--- src/nlcf_pkg.sv ---
package nlcf_pkg;

  // Field widths
  localparam int VERTEX_W = 20;
  localparam int DEGREE_W = 16;
  localparam int LABEL_W  = 6;
  localparam int COUNT_W  = 16;

  // Default size of the label table
  localparam int NUM_LABELS_DEF = 64;

  // Item kinds carried in tuser
  typedef enum logic [1:0] {
    ACT_CLEAR = 2'd0,
    ACT_LOAD  = 2'd1,
    ACT_BEGIN = 2'd2,
    ACT_ENTRY = 2'd3
  } action_t;

  // One input word after unpacking
  typedef struct packed {
    action_t              action;
    logic [VERTEX_W-1:0]  vertex_id;
    logic [DEGREE_W-1:0]  vertex_degree;
    logic [LABEL_W-1:0]   label;
    logic [COUNT_W-1:0]   label_count;
    logic                 last;
  } item_t;

  // Judgment handed from the core to the output register
  typedef struct packed {
    logic                 fire;
    logic [VERTEX_W-1:0]  vertex;
    logic                 ok;
  } result_t;

  // Register map
  localparam int CFG_ADDR_W    = 3;
  localparam int CFG_DATA_W    = 32;
  localparam int REG_QUERY_DEG = 0;

  // A label addresses the table only below the table size
  function automatic logic label_in_range(input logic [LABEL_W-1:0] lbl, input int depth);
    return int'(lbl) < depth;
  endfunction

endpackage

--- src/nlcf_ram.sv ---
module nlcf_ram #(
  parameter int WIDTH = 16,
  parameter int DEPTH = 64
) (
  input  logic                     clk,
  input  logic                     we,
  input  logic [$clog2(DEPTH)-1:0] waddr,
  input  logic [WIDTH-1:0]         wdata,
  input  logic                     re,
  input  logic [$clog2(DEPTH)-1:0] raddr,
  output logic [WIDTH-1:0]         rdata
);

  logic [WIDTH-1:0] mem [DEPTH];

  // One write port, one registered read port
  always_ff @(posedge clk) begin
    if (we) begin
      mem[waddr] <= wdata;
    end
    if (re) begin
      rdata <= mem[raddr];
    end
  end

endmodule

--- src/nlcf_core.sv ---
module nlcf_core #(
  parameter int NUM_LABELS = nlcf_pkg::NUM_LABELS_DEF
) (
  input  logic                          clk,
  input  logic                          rst,
  input  logic                          step,
  input  nlcf_pkg::item_t               item,
  input  logic [nlcf_pkg::COUNT_W-1:0]  need_count,
  input  logic [nlcf_pkg::DEGREE_W-1:0] query_degree,
  output nlcf_pkg::result_t             res
);

  localparam int IDX_W = $clog2(NUM_LABELS);

  logic [NUM_LABELS-1:0]          needed_mask, needed_mask_next;
  logic [NUM_LABELS-1:0]          met_mask, met_mask_next;
  logic [nlcf_pkg::VERTEX_W-1:0]  current_vertex, current_vertex_next;
  logic                           degree_ok, degree_ok_next;
  logic [IDX_W-1:0]               idx;
  logic                           in_range;
  logic [NUM_LABELS-1:0]          label_bit;

  assign idx       = IDX_W'(item.label);
  assign in_range  = nlcf_pkg::label_in_range(item.label, NUM_LABELS);
  // Labels past the table may alias in idx, so every use of label_bit is gated by in_range
  assign label_bit = {{(NUM_LABELS-1){1'b0}}, 1'b1} << idx;

  // Next state for the word in the input register
  always_comb begin
    needed_mask_next    = needed_mask;
    met_mask_next       = met_mask;
    current_vertex_next = current_vertex;
    degree_ok_next      = degree_ok;
    unique case (item.action)
      nlcf_pkg::ACT_CLEAR: begin
        needed_mask_next = '0;
      end
      nlcf_pkg::ACT_LOAD: begin
        // a zero need is always met, so it drops the label
        if (in_range) begin
          if (item.label_count != '0) begin
            needed_mask_next = needed_mask | label_bit;
          end else begin
            needed_mask_next = needed_mask & ~label_bit;
          end
        end
      end
      nlcf_pkg::ACT_BEGIN: begin
        current_vertex_next = item.vertex_id;
        degree_ok_next      = item.vertex_degree >= query_degree;
        met_mask_next       = '0;
      end
      nlcf_pkg::ACT_ENTRY: begin
        if (in_range && (|(needed_mask & label_bit)) && item.label_count >= need_count) begin
          met_mask_next = met_mask | label_bit;
        end
      end
      default: begin
      end
    endcase
  end

  // Judge on the closing word of a vertex
  always_comb begin
    res.fire   = item.last &&
                 (item.action == nlcf_pkg::ACT_BEGIN || item.action == nlcf_pkg::ACT_ENTRY);
    res.vertex = current_vertex_next;
    res.ok     = degree_ok_next && !(|(needed_mask & ~met_mask_next));
  end

  always_ff @(posedge clk) begin
    if (rst) begin
      needed_mask    <= '0;
      met_mask       <= '0;
      current_vertex <= '0;
      degree_ok      <= 1'b0;
    end else if (step) begin
      needed_mask    <= needed_mask_next;
      met_mask       <= met_mask_next;
      current_vertex <= current_vertex_next;
      degree_ok      <= degree_ok_next;
    end
  end

endmodule

--- src/neighbor_label_count_filter.sv ---
// A closing word goes from the input register to the output register, which raises m_tvalid.
// Throughput: one input word per cycle; the input stalls only while a result waits
// in the output register and the word in the input register carries one of its own.
// The need table is read once per accepted word; its registered read sets the
// input register stage, and the judgment sits between that and the output register.
// Reset (rst, synchronous) clears needs, the current vertex and query_degree;
// need counts stay undefined until loaded.
module neighbor_label_count_filter #(
  parameter int NUM_LABELS = nlcf_pkg::NUM_LABELS_DEF
) (
  input  logic                            clk,
  input  logic                            rst,
  // input words
  input  logic                            s_tvalid,
  output logic                            s_tready,
  input  logic [63:0]                     s_tdata,  // vertex_id[19:0], vertex_degree[35:20],
                                                    // label[41:36], label_count[57:42], 0
  input  logic [1:0]                      s_tuser,  // action[1:0]
  input  logic                            s_tlast,  // last
  // result words
  output logic                            m_tvalid,
  input  logic                            m_tready,
  output logic [23:0]                     m_tdata,  // candidate_vertex[19:0], accepted[20], 0
  // configuration
  input  logic                            psel,
  input  logic                            penable,
  input  logic                            pwrite,
  input  logic [nlcf_pkg::CFG_ADDR_W-1:0] paddr,
  input  logic [nlcf_pkg::CFG_DATA_W-1:0] pwdata,
  output logic [nlcf_pkg::CFG_DATA_W-1:0] prdata,
  output logic                            pready
);

  localparam int IDX_W = $clog2(NUM_LABELS);

  nlcf_pkg::item_t                in_item, s1_item;
  logic                           s1_valid;
  logic                           in_accept, s1_adv, out_free;
  logic [nlcf_pkg::DEGREE_W-1:0]  query_degree;
  logic [nlcf_pkg::COUNT_W-1:0]   need_count;
  logic                           need_we;
  nlcf_pkg::result_t              res;
  logic                           cfg_sel;

  // Unpack the input word
  always_comb begin
    in_item.action        = nlcf_pkg::action_t'(s_tuser);
    in_item.vertex_id     = s_tdata[19:0];
    in_item.vertex_degree = s_tdata[35:20];
    in_item.label         = s_tdata[41:36];
    in_item.label_count   = s_tdata[57:42];
    in_item.last          = s_tlast;
  end

  // Handshake: the input register moves on unless its result cannot be placed
  assign out_free  = !m_tvalid || m_tready;
  assign s1_adv    = s1_valid && (!res.fire || out_free);
  assign s_tready  = !s1_valid || s1_adv;
  assign in_accept = s_tvalid && s_tready;

  // Need table: written and read as words are accepted, so reads see every earlier load
  assign need_we = in_accept && in_item.action == nlcf_pkg::ACT_LOAD &&
                   nlcf_pkg::label_in_range(in_item.label, NUM_LABELS);

  nlcf_ram #(
    .WIDTH (nlcf_pkg::COUNT_W),
    .DEPTH (NUM_LABELS)
  ) u_need_ram (
    .clk   (clk),
    .we    (need_we),
    .waddr (IDX_W'(in_item.label)),
    .wdata (in_item.label_count),
    .re    (in_accept),
    .raddr (IDX_W'(in_item.label)),
    .rdata (need_count)
  );

  // Input register
  always_ff @(posedge clk) begin
    if (rst) begin
      s1_valid <= 1'b0;
    end else if (s_tready) begin
      s1_valid <= s_tvalid;
    end
    if (in_accept) begin
      s1_item <= in_item;
    end
  end

  nlcf_core #(
    .NUM_LABELS (NUM_LABELS)
  ) u_core (
    .clk          (clk),
    .rst          (rst),
    .step         (s1_adv),
    .item         (s1_item),
    .need_count   (need_count),
    .query_degree (query_degree),
    .res          (res)
  );

  // Output register
  always_ff @(posedge clk) begin
    if (rst) begin
      m_tvalid <= 1'b0;
    end else if (out_free) begin
      m_tvalid <= s1_adv && res.fire;
    end
    if (out_free && s1_adv && res.fire) begin
      m_tdata <= {3'b000, res.ok, res.vertex};
    end
  end

  // Configuration port
  assign pready  = 1'b1;
  assign cfg_sel = paddr[2] == 1'(nlcf_pkg::REG_QUERY_DEG);

  always_ff @(posedge clk) begin
    if (rst) begin
      query_degree <= '0;
    end else if (psel && penable && pwrite && pready && cfg_sel) begin
      query_degree <= pwdata[nlcf_pkg::DEGREE_W-1:0];
    end
  end

  assign prdata = cfg_sel ? nlcf_pkg::CFG_DATA_W'(query_degree) : '0;

endmodule

--- config.mk ---
export PLATFORM = sky130hd
export DESIGN_NAME = neighbor_label_count_filter
export DESIGN_NICKNAME = d
export VERILOG_FILES = /design/src/nlcf_pkg.sv /design/src/nlcf_ram.sv /design/src/nlcf_core.sv /design/src/neighbor_label_count_filter.sv
export SDC_FILE = /design/constraint.sdc
export NUM_CORES = 1
export LEC_CHECK = 0
export ABC_AREA = 1
export BUFFER_PORTS_ARGS = -buffer_cell sky130_fd_sc_hd__buf_2
export CELL_PAD_IN_SITES_DETAIL_PLACEMENT = 0
export CELL_PAD_IN_SITES_GLOBAL_PLACEMENT = 2
export CORE_MARGIN = 2
export CORE_UTILIZATION = 44
export DETAILED_ROUTE_END_ITERATION = 8
export PLACE_DENSITY_LB_ADDON = 0.3
export SYNTH_ARGS = -nofsm -noshare
export SYNTH_HDL_FRONTEND = slang
export SYNTH_SLANG_ARGS = --single-unit
--- constraint.sdc ---
create_clock -name clk -period 6.3 [get_ports clk]
set_input_delay 1.26 -clock clk [delete_from_list [all_inputs] [get_ports clk]]
set_output_delay 1.26 -clock clk [all_outputs]
set_load 0.05 [all_outputs]
==> metrics <==
final clock skew approximately 26 ps; Num Clock Sinks 1289; fin util 0.508; global-route wire length before repair roughly 210000 microns; Worst-path clk slew 60 ps; Pwr Total around 18000 uW; layout cells sized above 1 0.119; DRT iter0 DRCs between 3000 and 4000; final WL between 100000 and 150000 microns; GRT Util Overall 0.239; Via Count about 32000; Nets between 4000 and 5000; Synth Instances slightly below 4000; Die H around 340 microns; Worst-Skew Late Latency between 700 and 800 ps; post-CTS setup buffer count 0; Routed Antenna Nets 0; Slew Limit Fails 0; Worst Hold Depth 2; Slew @ Worst Pin approximately 1200 ps; number of global-route vias before repair slightly above 30000; CTS buffer count around 140; Worst Setup End Kind register; Setup Viol. Count Final 0; wire per inst 24.7 microns; FF-to-FF Start s1_item[17]; DRC Markers 0; RR Endpoint m_tdata[20]; fin crit period roughly 4800 ps; min-delay worst type reg2reg; critical path class reg2reg; Fin. Hold Viols 0; Die ar. approximately 120000 sq um; pin count of the biggest net entering global routing 91; CP endpoint m_tdata[20]; Core Box Area approximately 110000 sq um; DR vias/cell 5.62; chip width approximately 340 microns; Max H-tree Level 4; distinct cell type count after synthesis 35; area delta synth->final 14.6%; Max-slew headroom 0.169; outcome completed; antenna violations before repair 4; HPWL Detailed just over 80000 microns; CP Data Required Time approximately 6900 ps; post-CTS resize count 0; setup tns final 0 ps; Lkg Pwr between 0.015 and 0.02 uW; R2R depth 21; Max-cap violations 0; startpoint types register; GR Overflow Total 0; TritonCTS clock tree done; GP Congestion about 0.80; Achievable Freq ~210 MHz; RSZ-0062 raised after global routing false; fin crit share 0.755; Port Buf Inserts roughly 120; Core Rows approximately 120; Initial Utilization 0.443; syn avg cell area ~13 sq um; maximum root-to-sink buffer count 3; CP Launch Point s1_item[17]; CTS Hold Bufs 0; CTS Root Cell clkbuf_16; Ports around 170; count of warnings emitted by yosys 0; Mapped Area 50600 sq um; TritonRoute pass-1 iters 5; Fillers 9888; WP data arrival roughly 5300 ps; worst hold start u_core.current_vertex[15]; Crit Path Max Fanout 43; sequential fraction of the synthesis area 0.732; Peak VDD IR 0.261 mV; pwr dens between 300 and 400 nW/um^2; Seq cells post-synth ~1300; flop-to-flop setup slack between 1500 and 2000 ps
==> area by class of cell <==
| cell class | instances | area [sq um] | area share |
|---|---|---|---|
| multi-input combinational | 2199 | 11800 | 0.204 |
| tap | 1512 | 1890 | 0.0326 |
| clock inverter | 67 | 681 | 0.0117 |
| timing repair buffer | 278 | 1950 | 0.0337 |
| inverter | 236 | 890 | 0.0153 |
| antenna | 2 | 5.00 | 0.0000863 |
| sequential | 1289 | 37000 | 0.639 |
| clock buffer | 180 | 3720 | 0.0642 |
==> sequential cells by signal (all words and copies together), names as in the netlist <==
register               cells
u_need_ram.mem          1024
s1_valid                   1
m_tvalid                   1
s1_item                   61
m_tdata                   21
u_core.degree_ok           1
u_core.met_mask           64
u_core.current_vertex     20
u_need_ram.rdata          16
u_core.needed_mask        64
query_degree              16
==> how the worst min path moves through the flow <==
stage               slack (ps)                         to
floorplan                  420   u_core.current_vertex[0]
global placement           430   u_core.current_vertex[9]
detailed placement         440   u_core.current_vertex[4]
CTS                        450  u_core.current_vertex[18]
global route               470   u_core.current_vertex[4]
finish                     450  u_core.current_vertex[15]
==> Yosys cell counts <==
master / number / share of area
o21ai_0: 138 / 0.014
a21oi_1: 145 / 0.014
nor2_1: 282 / 0.021
buf_1: 24 / 0.0018
nand4_2: 6 / 0.0015
a22oi_1: 143 / 0.021
nor3_1: 57 / 0.0056
a21o_1: 4 / 0.00059
buf_4: 25 / 0.0037
edfxtp_1: 1122 / 0.67
or2_2: 2 / 0.00025
a211oi_1: 44 / 0.0065
conb_1: 2 / 0.00015
clkbuf_1: 182 / 0.013
o21bai_2: 2 / 0.00044
a221oi_1: 139 / 0.024
inv_2: 2 / 0.00015
a2111o_1: 3 / 0.00067
a31oi_1: 7 / 0.00087
inv_1: 227 / 0.017
nor4_1: 22 / 0.0027
ha_1: 32 / 0.0079
buf_2: 18 / 0.0018
clkinv_2: 1 / 0.000099
o21bai_1: 13 / 0.0019
clkinv_1: 6 / 0.00044
nand2_4: 2 / 0.00044
dfxtp_1: 167 / 0.066
a41oi_1: 3 / 0.00052
buf_6: 1 / 0.00022
nand3_1: 66 / 0.0065
a22o_1: 106 / 0.018
nand4_1: 183 / 0.023
o21ai_1: 8 / 0.00079
nand2_1: 772 / 0.057
==> power by group <==
part	leakage [uW]	switching [uW]	internal [uW]	total, uW
Clock	0.00214	3300	4660	7970
Sequential	0.0115	34.1	9370	9410
Combinational	0.00598	730	246	976
Total	0.0196	4070	14300	18400
==> cells by family (layout without fill, tap and decap cells) <==
logic type,after synthesis,after routing,share of synthesized area
compound gates,755,755,0.104
simple gates,1392,1392,0.118
other cells,2,22,0.000148
buf+inv,486,761,0.0385
flops,1289,1289,0.732
fa+ha+maj,32,32,0.00791
==> routing by layer <==
layer / GRT usage / wire length, microns
met4: 0.0634 / 3060
met1: 0.334 / 61900
met3: 0.0399 / 9420
met5: 0 / 0
met2: 0.390 / 68000
==> placed cells by master (no fill, tap or decap), types with 12 or more instances in the layout <==
cell       Yosys  final
a211oi_1      44     44
a21oi_1      145    145
a221oi_1     139    139
a22o_1       106    106
a22oi_1      143    143
buf_12         0     14
buf_2         18    123
buf_4         25    141
bufinv_16      0     12
clkbuf_1     182     34
clkbuf_16      0    141
clkinv_1       6     33
clkinv_2       1     19
conb_1         2     20
dfxtp_1      167    167
edfxtp_1    1122   1122
ha_1          32     32
inv_1        227    222
nand2_1      772    772
nand3_1       66     66
nand4_1      183    183
nor2_1       282    280
nor3_1        57     41
nor3_2         0     16
nor4_1        22     22
o21ai_0      138    138
o21bai_1      13     13
==> critical path, stage by stage (launching register included) <==
cell	delay, ps
edfxtp_1	500
nor2_1	760
nand4_1	450
nor2_1	280
nand2_1	80
nand2_1	80
inv_1	40
nand2_1	90
nor2_1	50
nand2_1	100
nor2_1	80
nand2_4	470
nand2_4	350
o21bai_1	230
nand2_1	90
nand2_1	90
nand2_1	70
nor2_1	230
nand2_1	80
nor2_1	110
nand3_1	190
nor2_1	170
==> metrics by stage <==
stage	cell area [sq um]	cells	worst slack [ps]	hold slack, ps
2_1_floorplan	50700	3974	1110	425
3_3_place_gp	53600	5514	1590	435
3_5_place_dp	53600	5514	1560	439
4_1_cts	58000	5761	1530	449
5_1_grt	58000	5761	1020	469
6_report	58000	5763	1540	448
Note: power is estimated with default switching activity, not from simulation.
